$ cat src/rtl/core/csv_pkg.sv
// Shared types and constants for the command settings validator.
package csv_pkg;

    // ASCII characters recognized in a command.
    localparam logic [7:0] CH_ZERO  = 8'h30;
    localparam logic [7:0] CH_NINE  = 8'h39;
    localparam logic [7:0] CH_SEMI  = 8'h3B;
    localparam logic [7:0] CH_D     = 8'h44;
    localparam logic [7:0] CH_A     = 8'h41;
    localparam logic [7:0] CH_C     = 8'h43;
    localparam logic [7:0] CH_V     = 8'h56;
    localparam logic [7:0] CH_T     = 8'h54;

    // Digit lanes cover command positions 2 to 9.
    localparam int LANE_LO = 2;
    localparam int LANE_HI = 9;

    // Range limits.
    localparam logic [3:0] TRIG_MAX       = 4'd4;
    localparam logic [3:0] LINE_MIN       = 4'd1;
    localparam logic [3:0] LINE_MAX       = 4'd8;
    localparam logic [3:0] A_LINE         = 4'd8;
    localparam logic [3:0] A_COUNT        = 4'd1;
    localparam logic [6:0] D_RATE_MAX     = 7'd16;
    localparam logic [6:0] A_RATE_MAX     = 7'd13;
    localparam logic [9:0] DEPTH_MAX      = 10'd192;
    localparam logic [9:0] COMPARE_MAX    = 10'd330;

    // Error codes.
    localparam logic [4:0] ERR_NONE         = 5'd0;
    localparam logic [4:0] ERR_DA_SYNTAX    = 5'd1;
    localparam logic [4:0] ERR_CV_SYNTAX    = 5'd2;
    localparam logic [4:0] ERR_CT_SYNTAX    = 5'd3;
    localparam logic [4:0] ERR_C_FORM       = 5'd4;
    localparam logic [4:0] ERR_UNKNOWN      = 5'd5;
    localparam logic [4:0] ERR_D_TRIG       = 5'd6;
    localparam logic [4:0] ERR_D_LINE       = 5'd7;
    localparam logic [4:0] ERR_D_COUNT      = 5'd8;
    localparam logic [4:0] ERR_D_LINE_COUNT = 5'd9;
    localparam logic [4:0] ERR_D_RATE       = 5'd10;
    localparam logic [4:0] ERR_D_DEPTH      = 5'd11;
    localparam logic [4:0] ERR_A_TRIG       = 5'd12;
    localparam logic [4:0] ERR_A_LINE       = 5'd13;
    localparam logic [4:0] ERR_A_COUNT      = 5'd14;
    localparam logic [4:0] ERR_A_RATE       = 5'd15;
    localparam logic [4:0] ERR_A_DEPTH      = 5'd16;
    localparam logic [4:0] ERR_CV_RANGE     = 5'd17;
    localparam logic [4:0] ERR_LAST         = 5'd18;

    // Capture modes and pending orders.
    localparam logic       MODE_DIGITAL  = 1'b0;
    localparam logic       MODE_ANALOG   = 1'b1;
    localparam logic [1:0] ORDER_NONE    = 2'd0;
    localparam logic [1:0] ORDER_SAMPLE  = 2'd1;
    localparam logic [1:0] ORDER_VOLTAGE = 2'd2;

    // What one lane finds in its byte.
    typedef struct packed {
        logic       is_digit;
        logic [3:0] value;
    } t_lane;

    typedef t_lane [LANE_HI:LANE_LO] t_lanes;

    // Stored capture settings.
    typedef struct packed {
        logic        mode;
        logic [2:0]  trig_kind;
        logic [3:0]  trig_line;
        logic [3:0]  chan_count;
        logic [4:0]  rate;
        logic [7:0]  depth;
        logic [8:0]  compare;
        logic [13:0] timeout;
        logic [1:0]  order;
    } t_settings;

    // Outcome of checking one command.
    typedef struct packed {
        logic       accepted;
        logic [4:0] err;
        t_settings  next;
    } t_verdict;

endpackage

$ cat src/rtl/core/csv_lane.sv
// One digit lane: classifies a command byte and extracts its digit value.
module csv_lane (
    input  logic [7:0]     i_byte,
    output csv_pkg::t_lane o_lane
);
    import csv_pkg::*;

    assign o_lane.is_digit = (i_byte >= CH_ZERO) && (i_byte <= CH_NINE);
    // For an ASCII digit the low nibble is already its value.
    assign o_lane.value    = i_byte[3:0];

endmodule

$ cat src/rtl/core/csv_merge.sv
// Merge stage: combines lane results into an error code and next settings.
module csv_merge (
    input  logic [7:0]         i_byte_1,
    input  logic [7:0]         i_byte_2,
    input  logic [7:0]         i_byte_6,
    input  logic [7:0]         i_byte_7,
    input  logic [7:0]         i_byte_10,
    input  csv_pkg::t_lanes    i_lanes,
    input  csv_pkg::t_settings i_cur,
    output csv_pkg::t_verdict  o_verdict
);
    import csv_pkg::*;

    logic        w_ok_2_9;
    logic        w_ok_3_5;
    logic        w_ok_3_6;
    logic        w_is_da;
    logic        w_is_c;
    logic        w_cv_form;
    logic        w_ct_form;
    logic [3:0]  w_d2, w_d3, w_d4, w_d5, w_d6, w_d7, w_d8, w_d9;
    logic [6:0]  w_rate;
    logic [9:0]  w_depth;
    logic [9:0]  w_cv_val;
    logic [13:0] w_ct_val;
    logic        w_count_ok;
    logic [4:0]  w_err;
    t_settings   w_next;

    assign w_d2 = i_lanes[2].value;
    assign w_d3 = i_lanes[3].value;
    assign w_d4 = i_lanes[4].value;
    assign w_d5 = i_lanes[5].value;
    assign w_d6 = i_lanes[6].value;
    assign w_d7 = i_lanes[7].value;
    assign w_d8 = i_lanes[8].value;
    assign w_d9 = i_lanes[9].value;

    assign w_ok_3_5 = i_lanes[3].is_digit & i_lanes[4].is_digit & i_lanes[5].is_digit;
    assign w_ok_3_6 = w_ok_3_5 & i_lanes[6].is_digit;
    assign w_ok_2_9 = w_ok_3_6 & i_lanes[2].is_digit & i_lanes[7].is_digit
                    & i_lanes[8].is_digit & i_lanes[9].is_digit;

    assign w_is_da   = ((i_byte_1 == CH_D) || (i_byte_1 == CH_A)) && (i_byte_10 == CH_SEMI);
    assign w_is_c    = (i_byte_1 == CH_C);
    assign w_cv_form = (i_byte_2 == CH_V) && (i_byte_6 == CH_SEMI);
    assign w_ct_form = (i_byte_2 == CH_T) && (i_byte_7 == CH_SEMI);

    assign w_rate   = 7'(w_d5) * 7'd10 + 7'(w_d6);
    assign w_depth  = 10'(w_d7) * 10'd100 + 10'(w_d8) * 10'd10 + 10'(w_d9);
    assign w_cv_val = 10'(w_d3) * 10'd100 + 10'(w_d4) * 10'd10 + 10'(w_d5);
    assign w_ct_val = 14'(w_d3) * 14'd1000 + 14'(w_d4) * 14'd100
                    + 14'(w_d5) * 14'd10 + 14'(w_d6);

    assign w_count_ok = (w_d4 == 4'd1) || (w_d4 == 4'd2) || (w_d4 == 4'd4) || (w_d4 == 4'd8);

    always_comb begin
        w_err  = ERR_NONE;
        w_next = i_cur;
        // Syntax checks come first; range checks apply only to well-formed commands.
        priority if (w_is_da) begin
            if (!w_ok_2_9) begin
                w_err = ERR_DA_SYNTAX;
            end else if (i_byte_1 == CH_D) begin
                priority if (w_d2 > 4'(TRIG_MAX))             w_err = ERR_D_TRIG;
                else if (w_d3 < LINE_MIN || w_d3 > LINE_MAX)  w_err = ERR_D_LINE;
                else if (!w_count_ok)                         w_err = ERR_D_COUNT;
                else if (w_d3 > w_d4)                         w_err = ERR_D_LINE_COUNT;
                else if (w_rate > D_RATE_MAX)                 w_err = ERR_D_RATE;
                else if (w_depth > DEPTH_MAX)                 w_err = ERR_D_DEPTH;
                else                                          w_err = ERR_NONE;
            end else begin
                priority if (w_d2 > 4'(TRIG_MAX))  w_err = ERR_A_TRIG;
                else if (w_d3 != A_LINE)           w_err = ERR_A_LINE;
                else if (w_d4 != A_COUNT)          w_err = ERR_A_COUNT;
                else if (w_rate > A_RATE_MAX)      w_err = ERR_A_RATE;
                else if (w_depth > DEPTH_MAX)      w_err = ERR_A_DEPTH;
                else                               w_err = ERR_NONE;
            end
            if (w_ok_2_9 && (w_err == ERR_NONE)) begin
                w_next.mode       = (i_byte_1 == CH_D) ? MODE_DIGITAL : MODE_ANALOG;
                w_next.trig_kind  = w_d2[2:0];
                w_next.trig_line  = w_d3;
                w_next.chan_count = w_d4;
                w_next.rate       = w_rate[4:0];
                w_next.depth      = w_depth[7:0];
                w_next.order      = ORDER_SAMPLE;
            end
        end else if (w_is_c) begin
            priority if (w_cv_form) begin
                if (!w_ok_3_5) begin
                    w_err = ERR_CV_SYNTAX;
                end else if (w_cv_val > COMPARE_MAX) begin
                    w_err = ERR_CV_RANGE;
                end else begin
                    w_next.compare = w_cv_val[8:0];
                    w_next.order   = ORDER_VOLTAGE;
                end
            end else if (w_ct_form) begin
                // A four-digit timeout is always in range.
                if (!w_ok_3_6) begin
                    w_err = ERR_CT_SYNTAX;
                end else begin
                    w_next.timeout = w_ct_val;
                    w_next.order   = ORDER_NONE;
                end
            end else begin
                w_err = ERR_C_FORM;
            end
        end else begin
            w_err = ERR_UNKNOWN;
        end
    end

    assign o_verdict.accepted = (w_err == ERR_NONE);
    assign o_verdict.err      = w_err;
    assign o_verdict.next     = w_next;

endmodule

$ cat src/rtl/core/command_settings_validator.sv
// Top level of the command settings validator: lanes, merge stage and settings registers.
//
// Usage:
// The input channel (i_in_valid / o_in_ready) carries one ten-byte ASCII command
// per item on i_byte_1 .. i_byte_10. Eight digit lanes decode bytes 2 to 9 in
// parallel and a merge stage derives the error code and the next settings.
// The output channel (o_out_valid / i_out_ready) carries one result per command:
// o_accepted, o_error_code and the stored settings after that command.
// The result is registered: a command accepted at one edge shows its result from the
// next cycle on. Throughput is one command per cycle while the receiver does not stall;
// the settings registers are the only loop and they close through the merge stage.
// o_in_ready is high whenever the output register is empty or being drained, so a
// new command is taken in the same cycle that the previous result leaves.
// When the receiver stalls, the result holds and the input side waits; the stored
// settings change only when a new command is accepted.
// Reset clears all stored settings to zero (digital mode, no pending order) and
// empties the output register.
module command_settings_validator (
    input  logic        i_clk,
    input  logic        i_rst_n,
    input  logic        i_in_valid,
    output logic        o_in_ready,
    input  logic [7:0]  i_byte_1,
    input  logic [7:0]  i_byte_2,
    input  logic [7:0]  i_byte_3,
    input  logic [7:0]  i_byte_4,
    input  logic [7:0]  i_byte_5,
    input  logic [7:0]  i_byte_6,
    input  logic [7:0]  i_byte_7,
    input  logic [7:0]  i_byte_8,
    input  logic [7:0]  i_byte_9,
    input  logic [7:0]  i_byte_10,
    output logic        o_out_valid,
    input  logic        i_out_ready,
    output logic        o_accepted,
    output logic [4:0]  o_error_code,
    output logic        o_capture_mode,
    output logic [2:0]  o_trigger_kind,
    output logic [3:0]  o_trigger_line,
    output logic [3:0]  o_channel_count,
    output logic [4:0]  o_rate_code,
    output logic [7:0]  o_depth_kib,
    output logic [8:0]  o_compare_centivolts,
    output logic [13:0] o_timeout_centis,
    output logic [1:0]  o_pending_order
);
    import csv_pkg::*;

    logic [7:0] w_bytes [LANE_HI:LANE_LO];
    t_lanes     w_lanes;
    t_verdict   w_verdict;
    logic       w_in_fire;

    t_settings  r_set;
    logic       r_out_valid;
    logic       r_accepted;
    logic [4:0] r_err;

    assign w_bytes[2] = i_byte_2;
    assign w_bytes[3] = i_byte_3;
    assign w_bytes[4] = i_byte_4;
    assign w_bytes[5] = i_byte_5;
    assign w_bytes[6] = i_byte_6;
    assign w_bytes[7] = i_byte_7;
    assign w_bytes[8] = i_byte_8;
    assign w_bytes[9] = i_byte_9;

    for (genvar g = LANE_LO; g <= LANE_HI; g++) begin : g_lane
        csv_lane u_lane (
            .i_byte (w_bytes[g]),
            .o_lane (w_lanes[g])
        );
    end

    csv_merge u_merge (
        .i_byte_1  (i_byte_1),
        .i_byte_2  (i_byte_2),
        .i_byte_6  (i_byte_6),
        .i_byte_7  (i_byte_7),
        .i_byte_10 (i_byte_10),
        .i_lanes   (w_lanes),
        .i_cur     (r_set),
        .o_verdict (w_verdict)
    );

    assign o_in_ready = !r_out_valid || i_out_ready;
    assign w_in_fire  = i_in_valid && o_in_ready;

    always_ff @(posedge i_clk) begin
        if (!i_rst_n) begin
            r_set       <= '0;
            r_out_valid <= 1'b0;
        end else begin
            if (w_in_fire) begin
                r_set       <= w_verdict.next;
                r_out_valid <= 1'b1;
            end else if (i_out_ready) begin
                r_out_valid <= 1'b0;
            end
        end
    end

    always_ff @(posedge i_clk) begin
        if (w_in_fire) begin
            r_accepted <= w_verdict.accepted;
            r_err      <= w_verdict.err;
        end
    end

    // The settings change only with an accepted command, so they double as payload.
    assign o_out_valid          = r_out_valid;
    assign o_accepted           = r_accepted;
    assign o_error_code         = r_err;
    assign o_capture_mode       = r_set.mode;
    assign o_trigger_kind       = r_set.trig_kind;
    assign o_trigger_line       = r_set.trig_line;
    assign o_channel_count      = r_set.chan_count;
    assign o_rate_code          = r_set.rate;
    assign o_depth_kib          = r_set.depth;
    assign o_compare_centivolts = r_set.compare;
    assign o_timeout_centis     = r_set.timeout;
    assign o_pending_order      = r_set.order;

    a_accept_matches_err : assert property (@(posedge i_clk) disable iff (!i_rst_n)
        r_out_valid |-> (r_accepted == (r_err == ERR_NONE)))
        else $error("accepted flag disagrees with error code");

    a_err_in_range : assert property (@(posedge i_clk) disable iff (!i_rst_n)
        r_out_valid |-> (r_err <= ERR_LAST))
        else $error("error code out of range");

    a_reject_keeps_settings : assert property (@(posedge i_clk) disable iff (!i_rst_n)
        (w_in_fire && !w_verdict.accepted) |=> $stable(r_set))
        else $error("rejected command changed the settings");

    a_order_legal : assert property (@(posedge i_clk) disable iff (!i_rst_n)
        (r_set.order == ORDER_NONE) || (r_set.order == ORDER_SAMPLE)
        || (r_set.order == ORDER_VOLTAGE))
        else $error("illegal pending order");

    a_stall_holds : assert property (@(posedge i_clk) disable iff (!i_rst_n)
        (r_out_valid && !i_out_ready) |=> (r_out_valid && $stable(r_set)))
        else $error("stalled result changed");

endmodule

$ cat config.mk
export PLATFORM = sky130hd
export DESIGN_NAME = command_settings_validator
export DESIGN_NICKNAME = d
export VERILOG_FILES = /design/src/rtl/core/csv_pkg.sv /design/src/rtl/core/csv_lane.sv /design/src/rtl/core/csv_merge.sv /design/src/rtl/core/command_settings_validator.sv
export SDC_FILE = /design/constraint.sdc
export NUM_CORES = 1
export LEC_CHECK = 0
export BUFFER_PORTS_ARGS = -buffer_cell sky130_fd_sc_hd__buf_2
export CAP_MARGIN = 5
export CORE_UTILIZATION = 35
export DETAILED_ROUTE_END_ITERATION = 7
export GPL_TIMING_DRIVEN = 0
export PLACE_DENSITY = 0.57
export SYNTH_ARGS = -nofsm -noshare
export SYNTH_HDL_FRONTEND = slang
export SYNTH_SLANG_ARGS = --single-unit
$ cat constraint.sdc
create_clock -name i_clk -period 5.84 [get_ports i_clk]
set_input_delay 0.584 -clock i_clk [delete_from_list [all_inputs] [get_ports i_clk]]
set_output_delay 0.584 -clock i_clk [all_outputs]
set_load 0.005 [all_outputs]
==> metrics, run 1 <==
initial core utilization=36.3%; # DRC=0; placeable core area=between 15000 and 20000 µm²; most frequent cells in the layout=buf_2, ha_1, inv_1, a21oi_1, dfxtp_1; library cells used by synthesis=68; antenna cells=0; CTS tree=yes; Die ar.=18700 µm²; initial antenna violation count=1; GRT met2 Usage=33.2%; setup TNS=0 ns; Worst Hold Launch=o_compare_centivolts[7]; PwrDens=approximately 240 nW/µm²; critical path type=input port to flip-flop; RD Place Congestion=a little under 0.9; via/cell ratio=5.15; setup violators final=0; Finished Layout Cells=1100; Routed WL=between 15 and 20 mm; Post-synth EDFFs=6; clock sink total=57; WL per Instance=15.6 µm; largest net degree at the start of global routing=14; PostCTS Resize Cnt=0; #FFs+latches synth=57; FF-to-FF Start=o_out_valid; Leakage Power=roughly 4.0 nW; Peak Freq=between 200 and 250 MHz; r2r endpoint=o_timeout_centis[6]; Rows=48; Final min period=4.74 ns; peak fanout along the critical path=10; maximum buffer depth of the clock tree=2; Inst Count DP=1084; htree depth=3; CTS buffer count=9; vias in the first global route=5554; layout cells sized above 1=19.7%; Die H=137 µm; Main synth FF type=dfxtp_1; Arrival @ worst endpoint=4.97 ns; Iter 0 DRT Violations=247; first drt pass iteration count=4; crit start category=input port; sequential share of the synthesized area=a little under a fifth; Hold Fails Final Rpt=0; Synth Instances=approximately 700; Syn Nets=approximately 950; port buffer count=between 100 and 150; top-level port count=142; Skew-Pair Late Insertion Delay=0.33 ns; Global Route Usage Sum=between 10% and 20%; Max VDD drop=roughly 0.19 mV; Root Buffer=clkbuf_16; Post-synth ARST share=0%; hpwl dp=14.2 mm; Hold Buf Count CTS=0; commonest non-fill, non-tap cell in the layout=buf_2; unrepaired setup endpoints after global routing=no; grt met3 use=3.59%; final core occ=43.7%; status=completed; Clock transition at path regs=0.05 ns; Max Cap Violations=0; Area growth, synth to finish=20.5%; worst min-delay path category=flip-flop to flip-flop; post-CTS setup buffer count=0; hold path depth=2; final worst-path cycle share=about four fifths; number of nets in the layout=1103; Worst Tran Pin Value=0.725 ns; vias=5666; Die W=137 µm; post-route ant nets=0; CP Capture Type=flip-flop; skew final=0.00437 ns; GRT overflow=0; worst reg2reg setup slack=3.70 ns; number of max-slew violations in the final report=0; worst r2r path cells=8; warnings from Yosys=0; Hold Path End=o_compare_centivolts[7]; first-pass GRT wire length=27.9 mm; max_slew headroom=just over 50%; GR Util met1=24.4%; Data required, critical path=~6.1 ns; # fillers=1800; busiest grt layer=met2; Post-Syn Area=about 6300 µm²; syn_area_per_cell=8.82 µm²
-- state kept, by name, summed over array words and instances (netlist names), 2 cells and up --
register,count
o_timeout_centis,14
o_compare_centivolts,9
o_depth_kib,8
o_error_code,5
o_rate_code,5
o_channel_count,4
o_trigger_line,4
o_trigger_kind,3
o_pending_order,2
-- worst max-delay path: stages --
cell and delay, ns:
buf_2 0.12, inv_1 0.15, ha_1 0.26, ha_1 0.24, fa_1 0.44, ha_1 0.29, ha_1 0.36, o21a_1 0.20
a21oi_1 0.14, o21ai_0 0.12, xnor2_1 0.38, nand3_1 0.21, o31a_1 0.38, nor4b_4 0.59, buf_6 0.22, a21oi_1 0.07
a41o_1 0.20
-- cells in the mapped netlist (all sizes together) (4+ instances only) --
cell    count  area share, %
a21o       17            2.0
buf         6           0.75
xnor2      28            3.9
o21ai      23            1.8
a41o       23            3.6
ha        121             24
nand4b      6            1.1
or2         5           0.49
nor2b      14            1.4
a21oi      65            5.1
o21bai      5           0.59
nor3       11           0.87
nand4       9           0.89
nand2b      4           0.39
nor2       49            2.9
a31oi       7           0.69
xor2        9            1.2
dfxtp      51             16
and2        4           0.39
mux2i      12            1.9
nor4        7           0.79
fa         28            8.8
edfxtp      6            2.8
nand2      50            3.0
a211oi      4           0.55
or3         4           0.39
inv        69            4.1
or4         6           0.71
nand3      12           0.95
clkbuf     17            1.0
-- routing by layer --
layer	up-vias	wire [µm]	part of all wire, %
li1	2877	-	-
met1	2628	7820	46
met2	136	8090	47
met3	23	976	5.7
met4	2	240	1.4
met5	-	13	0.076
-- worst max path at each step --
stage | slack (ns) | endpoint | cells past startpoint | from
floorplan | 1.36 | o_timeout_centis[13] | 19 | i_byte_3[1]
global placement | 0.73 | o_timeout_centis[13] | 20 | i_byte_3[1]
detailed placement | 0.72 | o_timeout_centis[13] | 20 | i_byte_3[1]
CTS | 1.07 | o_timeout_centis[13] | 20 | i_byte_3[1]
global route | 0.77 | o_rate_code[0] | 18 | i_byte_8[1]
finish | 1.10 | o_trigger_kind[1] | 17 | i_byte_7[1]
-- power breakdown --
group	internal, mW	switching [mW]
Clock	0.384	0.182
Sequential	0.398	0.000506
Combinational	0.394	0.505
-- final cells by class --
class	count	area, µm²	area share [%]
tap	225	282	3.68
clock buffer	13	250	3.28
multi-input combinational	570	4770	62.4
timing repair buffer	140	701	9.17
clock inverter	3	65.1	0.852
sequential	57	1200	15.7
inverter	69	259	3.39
buffer	23	111	1.46
-- stage by stage --
| step | cell area (µm²) | power (mW) | setup slack, ns | hold WS, ns |
|---|---|---|---|---|
| floorplan | 6340 | 1.08 | 1.36 | 0.440 |
| global placement | 7320 | 1.30 | 0.727 | 0.437 |
| detailed placement | 7320 | 1.30 | 0.716 | 0.439 |
| CTS | 7640 | 1.88 | 1.07 | 0.447 |
| global route | 7640 | 2.02 | 0.769 | 0.466 |
| finish | 7640 | 1.86 | 1.10 | 0.446 |
-- cell families after synthesis --
logic type                 after synthesis  synth area share (%)
and+or+nand+nor                        195                  16.2
AOI/OAI and AO/OA                      174                  18.6
adders and majority gates              150                  32.9
buffers and inverters                   92                  5.84
DFF                                     57                  18.9
xor gates and xnor gates                38                  5.48
muxes                                   13                  2.07
No activity file was read; power rests on OpenSTA's default activity.
==> inputs of run 2 (changes only) <==
--- a/config.mk
+++ b/config.mk
@@ -10,7 +10,7 @@
 export CORE_UTILIZATION = 35
 export DETAILED_ROUTE_END_ITERATION = 7
 export GPL_TIMING_DRIVEN = 0
-export PLACE_DENSITY = 0.57
+export PLACE_DENSITY = 0.59
 export SYNTH_ARGS = -nofsm -noshare
 export SYNTH_HDL_FRONTEND = slang
 export SYNTH_SLANG_ARGS = --single-unit
==> constraint.sdc (replaced) <==
create_clock -name i_clk -period 3.88 [get_ports i_clk]
set_input_delay 0.388 -clock i_clk [delete_from_list [all_inputs] [get_ports i_clk]]
set_output_delay 0.388 -clock i_clk [all_outputs]
set_load 0.005 [all_outputs]
==> metrics, run 2 (synthesis results as in run 1) <==
status=completed; CTS buffer count=9 (unchanged); Hold Buf Count CTS=0 (unchanged); FF-to-FF Start=o_out_valid; clock sink total=57 (unchanged); initial core utilization=36.3% (unchanged); hpwl dp=14.2 mm (+0.36%); skew final=0.00320 ns (-0.00118 ns); commonest non-fill, non-tap cell in the layout=buf_2; Max Cap Violations=0 (unchanged); worst min-delay path category=input port to flip-flop; critical path type=input port to flip-flop; GRT overflow=0 (unchanged); max_slew headroom=51.6% (-0.084 points); Hold Fails Final Rpt=0 (unchanged); RD Place Congestion=0.866 (-2.7%); Worst Hold Launch=i_in_valid; htree depth=3 (unchanged); number of nets in the layout=1130 (+2.4%); CP Capture Type=flip-flop; final worst-path cycle share=99.3%; Root Buffer=clkbuf_16; Skew-Pair Late Insertion Delay=0.33 ns (about the same); Max VDD drop=0.351 mV (+81%); maximum buffer depth of the clock tree=2 (unchanged); setup violators final=0 (unchanged); largest net degree at the start of global routing=14 (unchanged); vias in the first global route=5578 (+0.43%); Final min period=3.85 ns; peak fanout along the critical path=4 (-6); Area growth, synth to finish=33.0%; CP startpoint=i_byte_3[1]; Inst Count DP=1084 (unchanged); Arrival @ worst endpoint=4.08 ns (-0.89 ns); # DRC=0 (unchanged); vias=5851 (+3.3%); final core occ=48.3% (+4.6 points); unrepaired setup endpoints after global routing=yes; first-pass GRT wire length=27.8 mm (-0.34%); Die ar.=18700 µm² (unchanged); Global Route Usage Sum=19.4% (+0.17 points); Rows=48 (unchanged); via/cell ratio=5.20 (+0.88%); PwrDens=380 nW/µm² (+56%); Data required, critical path=4.11 ns (-1.96 ns); critical path's largest stage delay=0.52 ns (-0.07 ns); Clock transition at path regs=0.05 ns (about the same); Leakage Power=4.17 nW (+4.5%); first drt pass iteration count=4 (unchanged); number of max-slew violations in the final report=0 (unchanged); Iter 0 DRT Violations=208 (-16%); Routed WL=17.9 mm (+4.8%); Multi-input gate area=5270 µm² (+11%); Finished Layout Cells=1126 (+2.4%); max FFs per register=14 (unchanged); layout cells sized above 1=31.3% (+12 points); worst reg2reg setup slack=1.62 ns (-2.08 ns); crit start category=input port; post-route ant nets=0 (unchanged); WL per Instance=15.9 µm (+2.4%); placeable core area=17500 µm² (unchanged); CTS tree=yes; most frequent cells in the layout=buf_2, ha_1, inv_1, dfxtp_1, nand2_1; # fillers=1694 (-5.9%); critical path's slowest cell=fa_1; Worst Tran Pin Value=0.726 ns (+0.00126 ns); antenna cells=0 (unchanged); initial antenna violation count=1 (unchanged); Die W=137 µm (unchanged); Die H=137 µm (unchanged); top-level port count=142 (unchanged); Peak Freq=about 260 MHz; port buffer count=140 (unchanged); ordered list of cells on the worst path=buf_12, clkinvlp_4, ha_4, inv_4, fa_1, buf_4, fa_1, inv_1, fa_1, ha_4, ha_4, a21boi_4, o21ai_2, a21oi_2, a31oi_1, xnor2_1, o21ai_1, and2_1; FF+latch area=1200 µm² (unchanged)
[run 2: cell count changes in the layout (fill, tap and decap cells not counted), moves of 5 or more]
cell / previous run / this run
buf_4: 2 / 29
inv_1: 69 / 61
a21oi_1: 65 / 41
ha_4: 0 / 18
o21ai_0: 19 / 10
clkbuf_1: 20 / 15
a21oi_2: 0 / 22
ha_1: 121 / 101
buf_2: 142 / 133
o21ai_2: 0 / 5
[run 2: final cells by class]
type                       instances  share of cell area [%]
buffer                            23                    1.66
clock buffer                      13                    3.20
clock inverter                     2                   0.148
inverter                          69                    3.25
multi-input combinational        570                    62.5
sequential                        57                    14.2
tap                              225                    3.34
timing repair buffer             167                    11.7
[run 2: path summary, 6_finish.rpt]
| kind | depth (start not counted) | to |
|---|---|---|
| worst max-delay path | 18 | o_timeout_centis[13] |
| worst min-delay path | 3 | o_out_valid |
| worst max register to register | 8 | o_timeout_centis[6] |
| worst min register to register | 2 | o_pending_order[0] |
[run 2: through the flow]
step                setup TNS [ns]  cell area [µm²]  worst slack, ns  hold slack, ns  power, mW
floorplan                   -0.219             6600          -0.0468           0.440       1.82
global placement            -25.67             7580           -0.799           0.438       2.16
detailed placement          -24.61             7580           -0.749           0.444       2.17
CTS                              0             8010          0.00716           0.285       2.99
global route                 -1.08             8440          -0.0968           0.308       3.46
finish                           0             8440           0.0271           0.295       3.21
[run 2: metal layers]
metal	vias to the layer above	wire length (µm)	global-route usage, %
met5	-	13	0
met4	2	295	5.06
met3	25	912	3.22
met2	138	8580	33.1
met1	2750	8150	25.2
li1	2936	-	-
[run 2: repair_timing]
item | in CTS | in global routing
endpoints found under the setup margin | 37 | 40
pin swaps | 2 | 29
gates resized for setup | 21 | 70
gates cloned | 0 | 1
setup buffers | 8 | 18
[run 2: worst max-delay path, delay by kind of cell]
kind	cells	cell delay [ns]
compound gates	5	0.66
xor+xnor	1	0.18
fa+ha+maj	6	2.27
buf+inv	5	0.43
simple gates	1	0.17
[run 2: power by group]
group	internal (mW)	switching, mW	leakage, nW	total, mW
combinational	0.915	0.943	3.57	1.86
clock	0.479	0.274	0.138	0.753
sequential	0.599	0.000739	0.466	0.600
total	1.99	1.22	4.17	3.21
==> inputs of run 3 (changes only) <==
--- a/config.mk
+++ b/config.mk
@@ -7,10 +7,12 @@
 export LEC_CHECK = 0
 export BUFFER_PORTS_ARGS = -buffer_cell sky130_fd_sc_hd__buf_2
 export CAP_MARGIN = 5
+export CELL_PAD_IN_SITES_DETAIL_PLACEMENT = 1
+export CELL_PAD_IN_SITES_GLOBAL_PLACEMENT = 1
 export CORE_UTILIZATION = 35
 export DETAILED_ROUTE_END_ITERATION = 7
 export GPL_TIMING_DRIVEN = 0
-export PLACE_DENSITY = 0.59
+export PLACE_DENSITY = 0.74
 export SYNTH_ARGS = -nofsm -noshare
 export SYNTH_HDL_FRONTEND = slang
 export SYNTH_SLANG_ARGS = --single-unit
==> metrics, run 3 (synthesis results as in run 1) <==
status=completed; Iter 0 DRT Violations=195 (-6.3%); critical path's slowest cell=fa_1; Root Buffer=clkbuf_16; first drt pass iteration count=4 (unchanged); Die ar.=18700 µm² (unchanged); crit start category=input port; WL per Instance=17.8 µm (+12%); Hold Buf Count CTS=0 (unchanged); Clock transition at path regs=0.05 ns (about the same); worst reg2reg setup slack=1.59 ns (-0.03 ns); max_slew headroom=53.5% (+1.8 points); Sw Ratio=39.4% (+1.5 points); via/cell ratio=5.38 (+3.6%); Worst Tran Pin Value=0.692 ns (-0.0341 ns); Final min period=3.86 ns (+0.0109 ns); r2r endpoint=o_timeout_centis[6]; clock sink total=57 (unchanged); pre-CTS setup slack=-0.812 ns (-0.0627 ns); largest net degree at the start of global routing=14 (unchanged); PwrDens=380 nW/µm² (-0.23%); hpwl dp=15.8 mm (+11%); Routed WL=20.2 mm (+12%); peak fanout along the critical path=8 (+4); worst min-delay path category=input port to flip-flop; Critical Path Sink=o_rate_code[4]; Peak Freq=259 MHz (-0.28%); CTS buffer count=9 (unchanged); Area growth, synth to finish=35.1%; final core occ=49.0% (+0.76 points); port buffer count=140 (unchanged); P_sw=1.28 mW (+5.2%); vias=6093 (+4.1%); power share of the clock group=22.7% (-0.8 points); commonest non-fill, non-tap cell in the layout=buf_2; Leakage Power=4.20 nW (+0.74%); top-level port count=142 (unchanged); skew final=0.00445 ns (+0.00125 ns); ordered list of cells on the worst path=buf_2, ha_1, inv_1, fa_1, inv_1, fa_1, or4_1, o311ai_4, nand3_2, o31a_1, nor4b_4, buf_6, clkbuf_16, a21oi_2, a41o_1; max FFs per register=14 (unchanged); unrepaired setup endpoints after global routing=yes; Die W=137 µm (unchanged); CP startpoint=i_byte_8[2]; Die H=137 µm (unchanged); layout cells sized above 1=33.3% (+2.0 points); Hold Fails Final Rpt=0 (unchanged); design area=8570 µm² (+1.6%); setup violators final=0 (unchanged); post-route ant nets=0 (unchanged); Internal=1.97 mW (-1.0%); Rows=48 (unchanged); placeable core area=17500 µm² (unchanged); Data required, critical path=4.11 ns (about the same); number of nets in the layout=1135 (+0.44%); area post-placement=7580 µm² (unchanged); Max VDD drop=0.383 mV (+9.0%); setup ws final=0.0161 ns (-0.0109 ns); htree depth=3 (unchanged); vias in the first global route=6281 (+13%); CP Capture Type=flip-flop; RD Place Congestion=0.849 (-1.9%); sequential share of power=18.4% (-0.3 points); Skew-Pair Late Insertion Delay=0.34 ns (about the same); initial antenna violation count=0 (-1); worst r2r path cells=8 (unchanged); GRT overflow=0 (unchanged); Arrival @ worst endpoint=4.09 ns (about the same); CTS tree=yes; critical path type=input port to flip-flop; maximum buffer depth of the clock tree=2 (unchanged); initial core utilization=36.3% (unchanged); antenna cells=0 (unchanged); Gate power share=58.9% (+1.0 points); final worst-path cycle share=99.6% (+0.28 points); critical path's largest stage delay=0.54 ns (+0.02 ns); number of max-slew violations in the final report=0 (unchanged); first-pass GRT wire length=31.4 mm (+13%); most frequent cells in the layout=buf_2, ha_1, inv_1, dfxtp_1, nand2_1; Global Route Usage Sum=21.9% (+2.5 points); # DRC=0 (unchanged); Final Power=3.25 mW (+1.3%); Max Cap Violations=0 (unchanged); FF-to-FF Start=o_out_valid
==> run 3: what timing repair did <==
item                                    4_1_cts  5_1_grt
endpoints found under the hold margin         0        0
pin swaps                                    20       36
setup buffers                                19       11
endpoints found under the setup margin       38       40
gates resized for setup                      37       74
cloned                                        0        2
==> run 3: cell type report <==
class / instances / area, µm²
clock inverter: 5 / 31.3
sequential: 57 / 1200
tap: 225 / 282
timing repair buffer: 172 / 1060
fill: 2052 / 8910
clock buffer: 11 / 243
buffer: 23 / 139
multi-input combinational: 570 / 5340
inverter: 69 / 272
==> run 3: worst max-delay path, delay by kind of cell <==
family / cells / cell delay [ns]
simple gates: 3 / 0.88
compound gates: 4 / 0.92
fa+ha+maj: 3 / 1.29
buf+inv: 5 / 0.61
==> run 3: power by group through the flow <==
stage	Combinational (mW)	Clock, mW	Sequential (mW)
4_1_cts	1.75	0.747	0.599
3_3_place_gp	1.57	0	0.612
5_1_grt	2.12	0.771	0.599
2_1_floorplan	1.21	0	0.612
3_5_place_dp	1.60	0	0.612
6_report	1.92	0.738	0.599
==> run 3: routing by layer <==
metal	global-route usage (%)	vias to the layer above	part of all wire (%)
met5	0	-	0
met4	4.94	0	1.8
met3	3.48	21	3.8
met2	40.6	126	51
met1	26.2	3009	43
li1	-	2937	-
==> run 3: worst min path at each step <==
| stage | from | to | depth (start not counted) |
|---|---|---|---|
| after floorplan | o_pending_order[0] | o_pending_order[0] | 2 |
| after CTS | i_in_valid | o_out_valid | 3 |
| final | i_in_valid | o_out_valid | 3 |
| after global routing | i_in_valid | o_out_valid | 3 |
| after global placement | o_pending_order[0] | o_pending_order[0] | 2 |
| after detailed placement | o_compare_centivolts[7] | o_compare_centivolts[7] | 2 |
==> run 3: through the flow <==
stage	hold slack [ns]	std cells	TNS, ns
2_1_floorplan	0.440	719	-0.219
3_3_place_gp	0.439	1084	-25.66
3_5_place_dp	0.445	1084	-27.59
4_1_cts	0.298	1119	-0.00559
5_1_grt	0.314	1132	-1.73
6_report	0.301	1132	0
